--- src/hw/rtl/fvwo_pkg.sv ---
package fvwo_pkg;

  localparam int VOICE_COUNT = 4;
  localparam int STEP_W = 31;
  localparam int PHASE_W = 32;
  localparam int CFG_DATA_W = 5;
  localparam int CFG_INDEX_W = 1;

  localparam logic [PHASE_W-1:0] HALF_PHASE = 32'd1073741824;
  localparam logic [PHASE_W-1:0] WAVE_PEAK = 32'd2147483647;
  // -3 * WAVE_PEAK modulo 2^32
  localparam logic [PHASE_W-1:0] TRI_OFFSET = 32'h8000_0003;
  localparam int COARSE_SHIFT = 24;
  localparam logic [3:0] VOLUME_SPAN = 4'd8;
  localparam logic [4:0] VOLUME_MAX = 5'd16;
  localparam logic [7:0] DAC_MIDPOINT = 8'd128;

  typedef enum logic [1:0] {
    WAVE_SAW      = 2'd0,
    WAVE_SQUARE   = 2'd1,
    WAVE_TRIANGLE = 2'd2
  } wave_mode_t;

  typedef enum logic [CFG_INDEX_W-1:0] {
    REG_WAVE_MODE    = 1'd0,
    REG_VOLUME_LEVEL = 1'd1
  } reg_index_t;

  typedef struct packed {
    logic                positive;
    logic [PHASE_W-1:0] value;
  } lane_out_t;

endpackage

--- src/hw/rtl/four_voice_waveform_oscillator.sv ---
// An accepted beat updates the phase registers; their shaped values then load dac_sample.
// Throughput: one beat per cycle unless out_ready stalls; each lane's 32-bit
// phase add sets the first stage, the priority pick and volume shift into the
// output register the second. Reset clears all phase accumulators, sets
// wave_mode to sawtooth and volume_level to 16, and empties the pipeline.
module four_voice_waveform_oscillator (
  input  logic                               clk,
  input  logic                               rst,
  input  logic                               in_valid,
  output logic                               in_ready,
  input  logic [fvwo_pkg::STEP_W-1:0]        voice0_step,
  input  logic [fvwo_pkg::STEP_W-1:0]        voice1_step,
  input  logic [fvwo_pkg::STEP_W-1:0]        voice2_step,
  input  logic [fvwo_pkg::STEP_W-1:0]        voice3_step,
  output logic                               out_valid,
  input  logic                               out_ready,
  output logic [7:0]                         dac_sample,
  input  logic                               cfg_write,
  input  logic [fvwo_pkg::CFG_INDEX_W-1:0]   cfg_index,
  input  logic [fvwo_pkg::CFG_DATA_W-1:0]    cfg_data
);
  import fvwo_pkg::*;

  wave_mode_t         wave_mode;
  logic [4:0]         volume_level;
  logic               s1_valid;
  logic               s1_move;
  logic               in_accept;
  logic [STEP_W-1:0]  steps [VOICE_COUNT];
  lane_out_t          lanes [VOICE_COUNT];

  always_ff @(posedge clk) begin
    if (rst) begin
      wave_mode    <= WAVE_SAW;
      volume_level <= VOLUME_MAX;
    end else if (cfg_write) begin
      unique case (reg_index_t'(cfg_index))
        REG_WAVE_MODE:    wave_mode    <= wave_mode_t'(cfg_data[1:0]);
        REG_VOLUME_LEVEL: volume_level <= cfg_data;
        default:          ;
      endcase
    end
  end

  // phases hold the updated value until it moves into the output register
  assign s1_move   = s1_valid && (!out_valid || out_ready);
  assign in_ready  = !s1_valid || s1_move;
  assign in_accept = in_valid && in_ready;

  always_ff @(posedge clk) begin
    if (rst) begin
      s1_valid <= 1'b0;
    end else if (in_accept) begin
      s1_valid <= 1'b1;
    end else if (s1_move) begin
      s1_valid <= 1'b0;
    end
  end

  assign steps[0] = voice0_step;
  assign steps[1] = voice1_step;
  assign steps[2] = voice2_step;
  assign steps[3] = voice3_step;

  for (genvar g = 0; g < VOICE_COUNT; g++) begin : g_lane
    fvwo_lane u_lane (
      .clk       (clk),
      .rst       (rst),
      .advance   (in_accept),
      .step      (steps[g]),
      .wave_mode (wave_mode),
      .shaped    (lanes[g])
    );
  end

  fvwo_merge u_merge (
    .clk          (clk),
    .rst          (rst),
    .load         (s1_move),
    .lanes        (lanes),
    .volume_level (volume_level),
    .out_valid    (out_valid),
    .out_ready    (out_ready),
    .dac_sample   (dac_sample)
  );

endmodule

--- src/hw/rtl/fvwo_lane.sv ---
module fvwo_lane (
  input  logic                              clk,
  input  logic                              rst,
  input  logic                              advance,
  input  logic [fvwo_pkg::STEP_W-1:0]       step,
  input  fvwo_pkg::wave_mode_t              wave_mode,
  output fvwo_pkg::lane_out_t               shaped
);
  import fvwo_pkg::*;

  logic [PHASE_W-1:0] phase;
  logic [PHASE_W-1:0] phase_x4;
  logic               upper;
  logic [PHASE_W-1:0] value;

  always_ff @(posedge clk) begin
    if (rst) begin
      phase <= '0;
    end else if (advance) begin
      phase <= phase + {1'b0, step};
    end
  end

  assign phase_x4 = {phase[PHASE_W-3:0], 2'b00};
  assign upper    = $signed(phase) > $signed(HALF_PHASE);

  always_comb begin
    case (wave_mode)
      WAVE_SAW:      value = phase;
      WAVE_SQUARE:   value = upper ? WAVE_PEAK : '0;
      WAVE_TRIANGLE: value = upper ? (TRI_OFFSET + phase_x4) : (WAVE_PEAK - phase_x4);
      default:       value = '0;
    endcase
  end

  assign shaped.value    = value;
  assign shaped.positive = !value[PHASE_W-1] && (value != '0);

endmodule

--- src/hw/rtl/fvwo_merge.sv ---
module fvwo_merge (
  input  logic                    clk,
  input  logic                    rst,
  input  logic                    load,
  input  fvwo_pkg::lane_out_t     lanes [fvwo_pkg::VOICE_COUNT],
  input  logic [4:0]              volume_level,
  output logic                    out_valid,
  input  logic                    out_ready,
  output logic [7:0]              dac_sample
);
  import fvwo_pkg::*;

  logic [PHASE_W-1:0] chosen;
  logic               found;
  logic [4:0]         vol_sat;
  logic [3:0]         shift;
  logic [7:0]         coarse;
  logic [7:0]         dac_sample_next;

  // first positive voice wins, lowest index first
  always_comb begin
    chosen = '0;
    found  = 1'b0;
    for (int i = 0; i < VOICE_COUNT; i++) begin
      if (!found && lanes[i].positive) begin
        chosen = lanes[i].value;
        found  = 1'b1;
      end
    end
  end

  assign vol_sat         = (volume_level > VOLUME_MAX) ? VOLUME_MAX : volume_level;
  assign shift           = VOLUME_SPAN - vol_sat[4:1];
  assign coarse          = chosen[PHASE_W-1:COARSE_SHIFT];
  assign dac_sample_next = (coarse >> shift) + DAC_MIDPOINT;

  always_ff @(posedge clk) begin
    if (rst) begin
      out_valid <= 1'b0;
    end else if (load) begin
      out_valid <= 1'b1;
    end else if (out_ready) begin
      out_valid <= 1'b0;
    end
  end

  always_ff @(posedge clk) begin
    if (load) begin
      dac_sample <= dac_sample_next;
    end
  end

endmodule
--- config.mk ---
export PLATFORM = sky130hd
export DESIGN_NAME = four_voice_waveform_oscillator
export DESIGN_NICKNAME = d
export VERILOG_FILES = /design/src/hw/rtl/fvwo_pkg.sv /design/src/hw/rtl/four_voice_waveform_oscillator.sv /design/src/hw/rtl/fvwo_lane.sv /design/src/hw/rtl/fvwo_merge.sv
export SDC_FILE = /design/constraint.sdc
export NUM_CORES = 1
export LEC_CHECK = 0
export BUFFER_PORTS_ARGS = -buffer_cell sky130_fd_sc_hd__buf_2
export CAP_MARGIN = 30
export CORE_MARGIN = 2
export CORE_UTILIZATION = 25
export CTS_CLUSTER_DIAMETER = 200
export DETAILED_ROUTE_END_ITERATION = 8
export PLACE_DENSITY = 0.39
export RECOVER_POWER = 50
export SETUP_SLACK_MARGIN = 0.2
export SYNTH_ARGS = -nofsm -noshare
export SYNTH_HDL_FRONTEND = slang
export SYNTH_SLANG_ARGS = --single-unit
--- constraint.sdc ---
create_clock -name clk -period 3.3 [get_ports clk]
set_input_delay 0.66 -clock clk [delete_from_list [all_inputs] [get_ports clk]]
set_output_delay 0.66 -clock clk [all_outputs]
set_load 0.1 [all_outputs]
Yosys cells after proc, flatten, opt, wreduce, memory -nomap -nowiden
Cells that the tools add are included.
- word-level logic and storage cells: 85
- input port bits: 135
- bits in registers: 145
- output and inout port bits: 10
- shift operators: 1
- mux-type cells: 24
- $lt $le $gt $ge: 5
- reduce and logical (&&, ||, !) cells: 29
- equality and inequality tests: 2
- add/sub/neg operators: 14
- bitwise operators: 1
- operators with widths (kind ; number):
    $pmux W32 S3 ; 4
    $mux W32 ; 8
    $add A32 B31 Y32 ; 4
    $add A32 B32 Y32 const A ; 4
    $gt A32 B32 Y1 const B ; 4
    $reduce_bool A32 Y1 ; 4
    $sub A31 B32 Y32 const A ; 4
    $mux W31 ; 4
    $logic_and A1 B1 Y1 ; 9
    $logic_not A1 Y1 ; 9
    $add A8 B8 Y8 const B ; 1
    $shr A8 B4 Y8 ; 1
    $mux W1 ; 7
    $gt A5 B5 Y1 const B ; 1
    $mux W5 ; 1
    $reduce_and A2 Y1 ; 2
    $reduce_bool A2 Y1 ; 2
    $sub A4 B4 Y4 const A ; 1
    $eq A2 B1 Y1 const B ; 1
    $eq A2 B2 Y1 const B ; 1
    $logic_not A2 Y1 ; 1
    $logic_or A1 B1 Y1 ; 2
    $not A1 Y1 ; 1

Depth between registers and ports, before layout
Gate-level depths: netlist of the first run.
- depth after elaboration: 17
- gate-level depth with buffers: 14
- gate-level depth less buffers: 14

Hierarchy
A second synthesis of the first run with hierarchy kept.
- cell total of the unflattened synthesis: 2102
- area, all modules: 16468.3 µm²
- by module, submodules not included (module ; cells an instance ; instances ; area an instance (µm²)):
    fvwo_lane (g_lane[0].u_lane ...) ; 491 ; 2 ; 3853.7
    fvwo_lane (g_lane[2].u_lane) ; 500 ; 1 ; 3796.1
    fvwo_lane (g_lane[3].u_lane) ; 473 ; 1 ; 3668.5
    fvwo_merge ; 111 ; 1 ; 948.4
    four_voice_waveform_oscillator ; 36 ; 1 ; 347.8

Worst setup path after synthesis of the first run
No wires, ideal clock.
- path type: input -> register
- from: in voice3_step[0] (netlist bit)
- to: reg g_lane[3].u_lane.phase[30]
- stages on the path: 14
- setup slack: 0.046 ns
- library setup time: 0.127 ns
- buffers on the path: 0
- arrival: 3.127 ns
- path through: ha_1 > inv_1 > fa_1 > nor2b_1 > o31a_1 > o21a_1 > o211ai_1 > nand2_1 > a211oi_1 > nor3_1 > a2111oi_1 > a21oi_1 > xnor2_1 > o21ai_0
- cells in the longest elaborated chain, start to end: 1
- RTL lines (what ; RTL line ; RTL):
    from (decl) ; four_voice_waveform_oscillator.sv:14 ; input logic [fvwo_pkg::STEP_W-1:0] voice3_step,
    $add A32 B31 Y32 ; fvwo_lane.sv:20 ; phase <= phase + {1'b0, step};
    to (signal assigned) ; fvwo_lane.sv:20 ;
    to (decl) ; fvwo_lane.sv:11 ; logic [PHASE_W-1:0] phase;
Every way passes these cells.
A chain may end at the register's enable or synchronous reset.

Worst setup path after layout of the first run
- from: reg g_lane[1].u_lane.phase[18]
- to: reg u_merge.dac_sample[1], data pin
- cells in the longest elaborated chain, start to end: 15
- elaborated cells on any way between the ends: 21
- those cells by class: 3 x add/sub; 1 x order compare; 1 x shift; 8 x mux; 8 x reduce/logical
- RTL lines (what ; RTL line ; RTL):
    from (decl) ; fvwo_lane.sv:11 ;
    from (signal assigned) ; fvwo_lane.sv:20 ;
    $sub A31 B32 Y32, or another cell as far along ; fvwo_lane.sv:31 ; WAVE_TRIANGLE: value = upper ? (TRI_OFFSET + phase_x4) : (WAVE_PEAK - phase_x4);
    $mux W32 / $mux W31 (equally long branches) ; fvwo_lane.sv:31, fvwo_lane.sv:30 ;
    $pmux W32 S3 * ; fvwo_lane.sv:28 ; case (wave_mode)
    $reduce_bool A32 Y1 / $logic_not A1 Y1 (equally long branches) ; fvwo_lane.sv:37 ; assign shaped.positive = !value[PHASE_W-1] && (value != '0);
    $logic_and A1 B1 Y1 ; fvwo_lane.sv:37 ;
    $logic_and A1 B1 Y1 ; fvwo_merge.sv:25 ; if (!found && lanes[i].positive) begin
    $mux W1 ; fvwo_merge.sv:25 ;
    $logic_not A1 Y1 ; fvwo_merge.sv:25 ;
    $logic_and A1 B1 Y1 ; fvwo_merge.sv:25 ;
    $mux W1 ; fvwo_merge.sv:25 ;
    $logic_not A1 Y1 ; fvwo_merge.sv:25 ;
    $logic_and A1 B1 Y1 ; fvwo_merge.sv:25 ;
    $mux W32 * ; fvwo_merge.sv:25 ;
    $shr A8 B4 Y8 * ; fvwo_merge.sv:35 ; assign dac_sample_next = (coarse >> shift) + DAC_MIDPOINT;
    $add A8 B8 Y8 * ; fvwo_merge.sv:35 ;
    to (signal assigned) ; fvwo_merge.sv:49 ; dac_sample <= dac_sample_next;
    to (decl) ; fvwo_merge.sv:9 ; output logic [7:0] dac_sample
Mark *: on every way between the ends. The rest lies on a longest branch, timed or not.

==> results of run 1 <==
tightest hold or removal path: stages:
cell and delay [ns]:
buf_2 0.09, nand3_1 0.06, a21oi_1 0.06
metal layers:
metal | wire [um] | vias to the layer above | share of wire (%)
li1 | - | 6900 | -
met1 | 20700 | 6060 | 48
met2 | 19900 | 186 | 46
met3 | 1710 | 48 | 4.0
met4 | 959 | 6 | 2.2
met5 | 32 | - | 0.074
worst max-delay path by stage:
stage,to,depth (start not counted)
global placement,u_merge.dac_sample[0],14
floorplan,g_lane[3].u_lane.phase[31],11
finish,u_merge.dac_sample[1],11
CTS,u_merge.dac_sample[1],14
global route,u_merge.dac_sample[1],13
detailed placement,u_merge.dac_sample[0],14
power breakdown:
group | internal [mW] | leakage [nW] | switching [mW]
clock | 1.17 | 0.282 | 0.843
combinational | 1.88 | 6.18 | 2.08
sequential | 1.99 | 1.20 | 0.188
state kept, by name, indices dropped and copies added, names as in the netlist:
name / flops
volume_level: 4
u_merge.dac_sample: 8
s1_valid: 1
u_merge.out_valid: 1
g_lane.u_lane.phase: 128
wave_mode: 2
kinds of logic after synthesis:
| logic type | synth area share (%) |
|---|---|
| fa+ha+maj | 13.1 |
| mux | 1.07 |
| xor+xnor | 6.88 |
| flops | 23.5 |
| other cells | 0.0298 |
| simple gates | 24.8 |
| compound gates | 26.9 |
| buf+inv | 3.75 |
synthesized netlist by cell type (all sizes together), types with 35 or more instances:
cell | count | share of area (%)
nor2 | 140 | 4.2
a21o | 44 | 2.6
xnor2 | 60 | 4.2
ha | 125 | 12
nand3 | 49 | 1.9
inv | 50 | 1.5
o21ai | 85 | 3.4
nor4 | 35 | 2.2
a21oi | 211 | 8.4
clkbuf | 49 | 1.5
xor2 | 39 | 2.7
nand2 | 224 | 6.7
dfxtp | 136 | 22
nor3 | 38 | 1.6
what timing repair did:
action                                  in CTS  in global routing
pin swaps                                   30                 71
endpoints found under the setup margin      19                 40
gates resized for setup                     55                 98
hold buffers                                 0                  0
setup buffers                               11                 15
endpoints found under the hold margin        0                  0
through the flow:
stage / total power, mW / worst slack [ns] / hold WS (ns) / std cells
after floorplan: 4.54 / 0.199 / 0.445 / 1677
after global placement: 5.84 / -0.418 / 0.463 / 2669
after detailed placement: 5.84 / -0.415 / 0.464 / 2669
after CTS: 8.08 / 0.00191 / 0.380 / 2712
after global routing: 8.77 / -0.138 / 0.430 / 2729
final: 8.15 / 0.00367 / 0.435 / 2730
cell type report:
cell class | count | area (um^2)
Timing Repair Buffer | 409 | 2740
Multi-Input combinational cell | 1418 | 9960
Clock inverter | 6 | 80.1
Clock buffer | 26 | 489
Sequential cell | 144 | 2980
Tap cell | 672 | 841
Fill cell | 5334 | 32700
Inverter | 52 | 195
Antenna cell | 3 | 7.51
==> impl_results.md, run 1 <==
- Min-delay src: cfg_data[3]
- Crit. Startpoint: g_lane[1].u_lane.phase[18]
- Placed inst area: 15,800 um^2
- RSZ-0062 raised after global routing: true
- Hold path cells: 3
- Violations in the final reports: capacitance limit, slew limit
- CTS Buffer Depth: 2
- Post-synth EDFFs: 8
- Yosys warnings: 0
- Vias per cell: 4.84
- Mapped Cells: 1,677
- Layout cells sized above 1: 28.4%
- Final hold violation count: 0
- DR iter-0 viols: 464
- Max Cap Violations: 1
- Pwr per Cell Area: 471 nW/um^2
- Avg Cell Area, Syn: 7.51 um^2
- Max stage delay on crit path: 0.38 ns
- Post-synthesis sequential area ratio: 23.5%
- Die area: 52,200 um^2
- Site row count: 82
- Commonest non-fill, non-tap cell in the layout: buf_4
- Peak VDD IR: 0.383 mV
- Residual DRC: 0
- Vias in the first global route: 13,100
- Most used routing layer in global routing: met2
- CTS tree: yes
- Outcome: finished with violations
- Met1 usage: 21.3%
- CP Launch Type: flop
- IO buf count: 144
- First-pass GRT wire length: 69.2 mm
- Clock tree root driver cell: clkbuf_16
- Vias post-DR: 13,200
- Final Critical Period: 3.30 ns
- Reg2reg start: g_lane[1].u_lane.phase[18]
- Setup TNS Final: 0 ns
- Worst Skew: 0.0138 ns
- R2R Setup Slk: 0.004 ns
- NumNets Final: 2,306
- Core area: 50,000 um^2
- Num ports: 145
- Commonest non-fill, non-tap cells in the layout: buf_4 (255), nand2_1 (220), a21oi_1 (197), nor2_1 (139), buf_2 (133)
- CP max stage cell: nor4_4
- H-tree depth: 4
- Worst Reg-to-Reg Cells: 11
- Detail Placement HPWL: 33.2 mm
- Crit path required time: 3.52 ns
- Cell leakage power: 7.67 nW
- WL final: 43.3 mm
- F_max: 303 MHz
- Inserted Clock Buffers: 17
- Critical Path AT: 3.52 ns
- Fin util: 34.6%
- Layout area overhead: 37.3%
- Clk sinks: 144
- Routed len/inst: 15.9 um
- Die X-Extent: 228 um
- Clk slew on worst S/H paths: 0.06 ns
- Final ANT Viol Nets: 0
- Slew headroom: -19.8%
- CP Class: reg2reg
- R2r endpoint: u_merge.dac_sample[1]
- Routability congestion estimate: 0.841
- Final period util: 99.9%
- Post-Syn Nets: 1,941
- Max Transition Viols Final: 33
- All-layer global routing usage: 16.7%
- Crit path max fanout: 6
- CP Cell Sequence: nor4_4 -> nand4_4 -> or2_1 -> o31a_1 -> and3_2 -> a31o_2 -> a211oi_2 -> o22ai_4 -> mux2_1 -> a32oi_1 -> a21oi_2
- Flops & latches, synth: 144
- Post-route cell area: 17,300 um^2
- Cell family with most CP delay: compound AO/OA/AOI/OAI gates
- Pin count of the biggest net entering global routing: 69
- Most used DFF post-synth: dfxtp_1
- Initial antenna violation count: 7
- Met3 Use GR: 4.22%
- DR pass1 iterations: 5
- Post-synth ARST share: 0%
- Type of the worst min-delay path: in2reg
- Die height: 228 um
- Synthesized area: 12,600 um^2
- Initial Util: 25.2%
- CP Buf/Inv Count: 0
- Setup violators final: 0
- GRT overflow: 0
- GR Util met2: 27.3%
- Worst Max-Slew Pin Slew: 1.80 ns
- Clk Latency, worst-skew pair: 0.49 ns
- Count of cell types in the netlist: 85
- Setup crit end kind: flop
- WHS Endpoint: volume_level[3]
Note: power is estimated with default switching activity, not from simulation.
==> run 2, diff against run 1 <==
--- a/config.mk
+++ b/config.mk
@@ -13,6 +13,7 @@
 export DETAILED_ROUTE_END_ITERATION = 8
 export PLACE_DENSITY = 0.39
 export RECOVER_POWER = 50
+export REMOVE_ABC_BUFFERS = 1
 export SETUP_SLACK_MARGIN = 0.2
 export SYNTH_ARGS = -nofsm -noshare
 export SYNTH_HDL_FRONTEND = slang
==> run 2 against run 1 <==
The flow still finishes with violations (capacitance limit, slew limit). Final area increased by 0.94%. Sequential power hardly changed. Core utilization rose by 0.33 points. Register-to-register slack gained 0.07 ns. Die area unchanged. Non-clock buffer count grew 11. Critical endpoint unchanged. Highest routed layer unchanged.
==> impl_results.md, run 2 (synthesized netlist as in run 1, its figures left out) <==
- Commonest non-fill, non-tap cells in the layout: buf_4 (261), nand2_1 (220), a21oi_1 (199), nor2_1 (135), buf_2 (133)
- DR pass1 iterations: 5 (unchanged)
- CP Class: reg2reg
- WL final: 43.0 mm (-0.68%)
- Final WS setup: 0.0701 ns (+0.0664 ns)
- Violations in the final reports: capacitance limit, slew limit
- Setup TNS Final: 0 ns (unchanged)
- Cell family with most CP delay: simple AND/OR/NAND/NOR gates
- Peak VDD IR: 0.406 mV (+5.8%)
- Die height: 228 um (unchanged)
- Site row count: 82 (unchanged)
- Hold-fix buffers, CTS: 0 (unchanged)
- Setup crit end kind: flop
- Die area: 52,200 um^2 (unchanged)
- Crit path required time: 3.54 ns (+0.02 ns)
- Worst Skew: 0.00852 ns (-0.00530 ns)
- R2R Setup Slk: 0.07 ns (+0.07 ns)
- Int Power: 5.25 mW (+4.2%)
- F_max: 310 MHz (+2.1%)
- Slew headroom: -45.8% (-26 points)
- Clock tree root driver cell: clkbuf_16
- Sequential share of power: 26.2% (-0.6 points)
- Number of flip-flops in the largest register: 128 (unchanged)
- Clk sinks: 144 (unchanged)
- Post-layout power: 8.37 mW (+2.8%)
- Die X-Extent: 228 um (unchanged)
- Final ANT Viol Nets: 0 (unchanged)
- Cell repeated most along the worst path: buf_4
- Setup violators final: 0 (unchanged)
- Diode count: 0 (-3)
- Vias post-DR: 13,400 (+1.3%)
- Comb power frac: 47.7% (-0.9 points)
- Initial antenna violation count: 1 (-6)
- Worst Max-Slew Pin Slew: 2.19 ns (+0.389 ns)
- IO buf count: 144 (unchanged)
- Inserted Clock Buffers: 17 (unchanged)
- Pre-CTS WS: -0.251 ns (+0.164 ns)
- Pwr per Cell Area: 480 nW/um^2 (+1.9%)
- Routability congestion estimate: 0.841 (about the same)
- Num ports: 145 (unchanged)
- First-pass GRT wire length: 69.3 mm (about the same)
- Layout cells sized above 1: 28.5% (+0.14 points)
- Crit path max fanout: 4 (-2)
- CTS Buffer Depth: 2 (unchanged)
- DR iter-0 viols: 489 (+5.4%)
- CP Cell Sequence: nor4_4 -> buf_4 -> nand3_1 -> nor3_2 -> buf_4 -> nand2_1 -> or3_4 -> and2_4 -> buf_6 -> a311oi_4 -> o22ai_4 -> or2b_1 -> a32oi_1 -> a21oi_1
- RSZ-0062 raised after global routing: true
- Vias in the first global route: 13,600 (+3.5%)
- NumNets Final: 2,317 (+0.48%)
- Type of the worst min-delay path: in2reg
- Layout fillers: 5,347 (+0.24%)
- Vias per cell: 4.88 (+1.0%)
- Pin count of the biggest net entering global routing: 62 (-10%)
- Layout area overhead: 38.6%
- Most flop-heavy register: g_lane.u_lane.phase
- H-tree depth: 4 (unchanged)
- Detail Placement HPWL: 32.9 mm (-0.89%)
- NetSw: 3.13 mW (+0.56%)
- CTS tree: yes
- Clk slew on worst S/H paths: 0.06 ns (about the same)
- GRT overflow: 0 (unchanged)
- Outcome: finished with violations
- All-layer global routing usage: 16.5% (-0.18 points)
- Critical Path AT: 3.47 ns (-0.05 ns)
- Routed len/inst: 15.7 um (-0.97%)
- Core area: 50,000 um^2 (unchanged)
- Final hold violation count: 0 (unchanged)
- Commonest non-fill, non-tap cell in the layout: buf_4
- Initial Util: 25.2% (unchanged)
- Final Critical Period: 3.23 ns (-0.0664 ns)
- Cell leakage power: 7.78 nW (+1.4%)
- CP Launch Type: flop
- CP max stage cell: or3_4
- Max Transition Viols Final: 40 (+21%)
- Final period util: 97.9% (-2.0 points)
- CP Buf/Inv Count: 3 (+3)
- Residual DRC: 0 (unchanged)
- Max Cap Violations: 1 (unchanged)
- Max stage delay on crit path: 0.37 ns (about the same)
- Clk Latency, worst-skew pair: 0.49 ns (about the same)
- Clock share of power: 26.1% (+1.4 points)
- Switching portion of total power: 37.3% (-0.84 points)
- Biggest registers after layout: g_lane.u_lane.phase (128), u_merge.dac_sample (8), volume_level (4)
run 2: changes by cell type in the layout (fill, tap and decap cells not counted), sizes merged:
cell	before	now
clkinv	6	7
diode	3	0
buf	395	404
bufinv	2	3
run 2: repair_timing:
item,in CTS,in global routing
gates cloned,0,0
setup buffers,15,9
pin swaps,46,60
gates resized for setup,67,105
setup endpoints to repair,18,38
run 2: final cells by class:
cell class	count	area, um^2	area share (%)
clock buffer	24	523	3.00
timing repair buffer	420	2850	16.3
multi-input combinational	1418	9940	56.9
sequential	144	2990	17.1
inverter	52	195	1.12
clock inverter	8	123	0.702
tap	672	841	4.82
run 2: routing by layer:
layer | share of wire (%) | track usage [%]
met4 | 1.8 | 5.43
met2 | 49 | 29.3
met3 | 2.5 | 3.21
met5 | 0.030 | 0
met1 | 46 | 19.8
run 2: metrics by stage:
step | area, um^2 | hold WS, ns | std cells | utilization (%)
4_1_cts | 16900 | 0.372 | 2729 | 33.9
2_1_floorplan | 12300 | 0.439 | 1614 | -
5_1_grt | 17500 | 0.395 | 2738 | 34.9
6_report | 17500 | 0.422 | 2738 | 34.9
3_3_place_gp | 15900 | 0.460 | 2682 | 31.7
3_5_place_dp | 15900 | 0.468 | 2682 | 31.7
run 2: final timing paths:
kind,start,to,cells past startpoint
max reg2reg,g_lane[0].u_lane.phase[8],u_merge.dac_sample[1],14
min reg2reg,g_lane[3].u_lane.phase[8],g_lane[3].u_lane.phase[8],2
max,g_lane[0].u_lane.phase[8],u_merge.dac_sample[1],14
min,cfg_data[2],volume_level[2],3
run 2: worst min-delay path, delay by kind of cell:
family,cells,cell delay [ns]
buffers and inverters,1,0.10
AND/OR/NAND/NOR,1,0.05
AO/OA/AOI/OAI,1,0.05
run 2: power by group through the flow:
stage | registers, mW | logic, mW | clock network, mW
global placement | 2.20 | 3.64 | 0
floorplan | 2.29 | 2.19 | 0
finish | 2.19 | 3.99 | 2.19
global route | 2.22 | 4.44 | 2.33
detailed placement | 2.20 | 3.65 | 0
CTS | 2.18 | 3.83 | 2.29
==> run 3, diff against run 2 <==
--- a/config.mk
+++ b/config.mk
@@ -11,7 +11,7 @@
 export CORE_UTILIZATION = 25
 export CTS_CLUSTER_DIAMETER = 200
 export DETAILED_ROUTE_END_ITERATION = 8
-export PLACE_DENSITY = 0.39
+export PLACE_DENSITY = 0.48
 export RECOVER_POWER = 50
 export REMOVE_ABC_BUFFERS = 1
 export SETUP_SLACK_MARGIN = 0.2
==> run 3 against run 2 <==
The flow still finishes with violations (capacitance limit, slew limit). Clock-buffer cell count fell by 4. Setup slack better by 0.0053 ns. Non-clock buffer count is 15 lower. Sequential share of layout area is 0.076 points higher. First-iteration DRC count rose by 24%. Core utilization down 0.13 points. Global-route usage shrank 0.47 points. Clock power down 5%. Maximum frequency increased by 0.17%. Die area unchanged. Final area fell by 0.36%. Flip-flop and latch count did not move. Critical path type unchanged. Largest power group unchanged.
==> impl_results.md, run 3 (synthesized netlist as in run 1, its figures left out) <==
- Clk Latency, worst-skew pair: 0.46 ns (-0.03 ns)
- Clk sinks: 144 (unchanged)
- Hold-fix buffers, CTS: 0 (unchanged)
- CTS tree: yes
- Commonest non-fill, non-tap cells in the layout: buf_4 (244), nand2_1 (219), a21oi_1 (194), nor2_1 (137), buf_2 (133)
- Pin count of the biggest net entering global routing: 94 (+52%)
- WHS Endpoint: wave_mode[0]
- Post-layout power: 8.25 mW (-1.5%)
- Cell repeated most along the worst path: buf_4
- Final hold violation count: 0 (unchanged)
- NumNets Final: 2,302 (-0.65%)
- Placed inst area: 15,700 um^2 (-1.0%)
- Pwr per Cell Area: 474 nW/um^2 (-1.2%)
- Vias per cell: 4.91 (+0.49%)
- All-layer global routing usage: 16.0% (-0.47 points)
- Most flop-heavy register: g_lane.u_lane.phase
- F_max: 310 MHz (+0.17%)
- DR iter-0 viols: 604 (+24%)
- First-pass GRT wire length: 68.3 mm (-1.4%)
- Routability congestion estimate: 0.864 (+2.7%)
- Clock share of power: 25.3% (-0.8 points)
- Final ANT Viol Nets: 0 (unchanged)
- Sequential share of power: 26.7% (+0.5 points)
- Worst Max-Slew Pin Slew: 1.93 ns (-0.256 ns)
- Clk slew on worst S/H paths: 0.06 ns (about the same)
- NetSw: 3.10 mW (-0.84%)
- Layout cells sized above 1: 28.8% (+0.31 points)
- Max Transition Viols Final: 37 (-7.5%)
- Final period util: 97.7% (-0.16 points)
- Min-delay src: cfg_data[0]
- Vias in the first global route: 13,600 (+0.59%)
- CTS Buffer Depth: 2 (unchanged)
- Commonest non-fill, non-tap cell in the layout: buf_4
- Hold Slack: 0.433 ns (+0.0111 ns)
- Die X-Extent: 228 um (unchanged)
- Int Power: 5.14 mW (-2.0%)
- Initial Util: 25.2% (unchanged)
- Setup violators final: 0 (unchanged)
- Crit path required time: 3.51 ns (-0.03 ns)
- GRT overflow: 0 (unchanged)
- H-tree depth: 4 (unchanged)
- Post-route cell area: 17,400 um^2 (-0.36%)
- R2r endpoint: u_merge.dac_sample[1]
- Hold path cells: 3 (unchanged)
- Number of flip-flops in the largest register: 128 (unchanged)
- Diode count: 0 (unchanged)
- CP Class: reg2reg
- Cell leakage power: 7.71 nW (-0.78%)
- CP Launch Type: flop
- IO buf count: 144 (unchanged)
- Initial antenna violation count: 2 (+1)
- CP max stage cell: or4_4
- Reg2reg start: g_lane[1].u_lane.phase[5]
- Violations in the final reports: capacitance limit, slew limit
- Biggest registers after layout: g_lane.u_lane.phase (128), u_merge.dac_sample (8), volume_level (4)
- Clock tree root driver cell: clkbuf_16
- Worst Skew: 0.00694 ns (-0.00158 ns)
- Site row count: 82 (unchanged)
- Cell family with most CP delay: compound AO/OA/AOI/OAI gates
- Inserted Clock Buffers: 17 (unchanged)
- CP Cell Sequence: nor4_2 -> buf_4 -> nand4_4 -> buf_6 -> or4_4 -> o211a_1 -> buf_4 -> a31o_4 -> a211oi_4 -> o22ai_2 -> mux2_4 -> a32oi_1 -> a21oi_1
- CP Buf/Inv Count: 3 (unchanged)
- Routed len/inst: 15.4 um (-2.1%)
- Worst Reg-to-Reg Cells: 13 (-1)
- Core area: 50,000 um^2 (unchanged)
- Layout area overhead: 38.1%
- Setup crit end kind: flop
- Comb power frac: 48.0% (+0.3 points)
- Slew headroom: -28.7% (+17 points)
- Residual DRC: 0 (unchanged)
- Vias post-DR: 13,400 (-0.060%)
- R2R Setup Slk: 0.08 ns (about the same)
- Peak VDD IR: 0.383 mV (-5.7%)
- Switching portion of total power: 37.6% (+0.27 points)
- Max stage delay on crit path: 0.40 ns (+0.03 ns)
- Layout fillers: 5,323 (-0.45%)
- Max Cap Violations: 1 (unchanged)
- Detail Placement HPWL: 31.4 mm (-4.7%)
- Die area: 52,200 um^2 (unchanged)
- RSZ-0062 raised after global routing: true
- Outcome: finished with violations
- Die height: 228 um (unchanged)
- Final Critical Period: 3.22 ns (-0.00532 ns)
- Critical Path AT: 3.43 ns (-0.04 ns)
- Type of the worst min-delay path: in2reg
- DR pass1 iterations: 7 (+2)
- WL final: 41.9 mm (-2.6%)
- Num ports: 145 (unchanged)
- Crit path max fanout: 5 (+1)
==> run 3: layout make-up <==
type	instances	area, um^2	share of cell area (%)
tap	672	841	4.83
inverter	52	195	1.12
multi-input combinational	1418	10000	57.6
clock buffer	20	437	2.51
sequential	144	2990	17.2
clock inverter	12	166	0.957
timing repair buffer	405	2740	15.8
==> run 3: how the worst max path moves through the flow <==
stage	startpoint	endpoint	slack (ns)	cells after the start
CTS	g_lane[0].u_lane.phase[11]	u_merge.dac_sample[5]	0.1	15
global placement	g_lane[0].u_lane.phase[5]	u_merge.dac_sample[0]	-0.27	14
finish	g_lane[1].u_lane.phase[5]	u_merge.dac_sample[1]	0.08	13
floorplan	u_merge.out_valid	g_lane[3].u_lane.phase[31]	-1.64	7
detailed placement	g_lane[0].u_lane.phase[8]	u_merge.dac_sample[0]	-0.30	14
global route	g_lane[1].u_lane.phase[23]	u_merge.dac_sample[3]	-0.04	15
==> run 3: timing repair <==
action                                  CTS  global route
endpoints found under the setup margin   19            41
resized for setup                        77           120
pin swaps                                40            72
buffers inserted                         20            11
==> run 3: worst reg2reg max path, cell delays in order (launching register included) <==
cell and delay [ns]:
dfxtp_1 0.33, nor4_2 0.29, buf_4 0.18, nand4_4 0.11, buf_6 0.16, or4_4 0.40, o211a_1 0.17, buf_4 0.16
a31o_4 0.22, a211oi_4 0.26, o22ai_2 0.14, mux2_4 0.28, a32oi_1 0.18, a21oi_1 0.09
==> run 3: stage by stage <==
stage,std cells,setup TNS (ns),utilization [%],worst slack [ns]
CTS,2712,0,33.7,0.0975
global placement,2660,-3.81,31.4,-0.266
floorplan,1614,-171.76,-,-1.64
global route,2723,-0.120,34.8,-0.0430
finish,2723,0,34.8,0.0754
detailed placement,2660,-4.47,31.4,-0.299
==> run 3: power groups by stage <==
stage / clock [mW] / sequential, mW / combinational (mW)
2_1_floorplan: 0 / 2.29 / 2.19
4_1_cts: 2.16 / 2.19 / 3.75
5_1_grt: 2.24 / 2.24 / 4.41
3_5_place_dp: 0 / 2.21 / 3.55
3_3_place_gp: 0 / 2.21 / 3.52
6_report: 2.08 / 2.20 / 3.96
==> run 3: metal layers <==
metal  vias up  part of all wire, %  global-route usage, %
met1      6231                   44                   18.8
met5         -                0.055                      0
li1       6868                    -                      -
met3        41                  4.0                   3.41
met4         4                  1.3                   4.19
met2       220                   51                   29.3
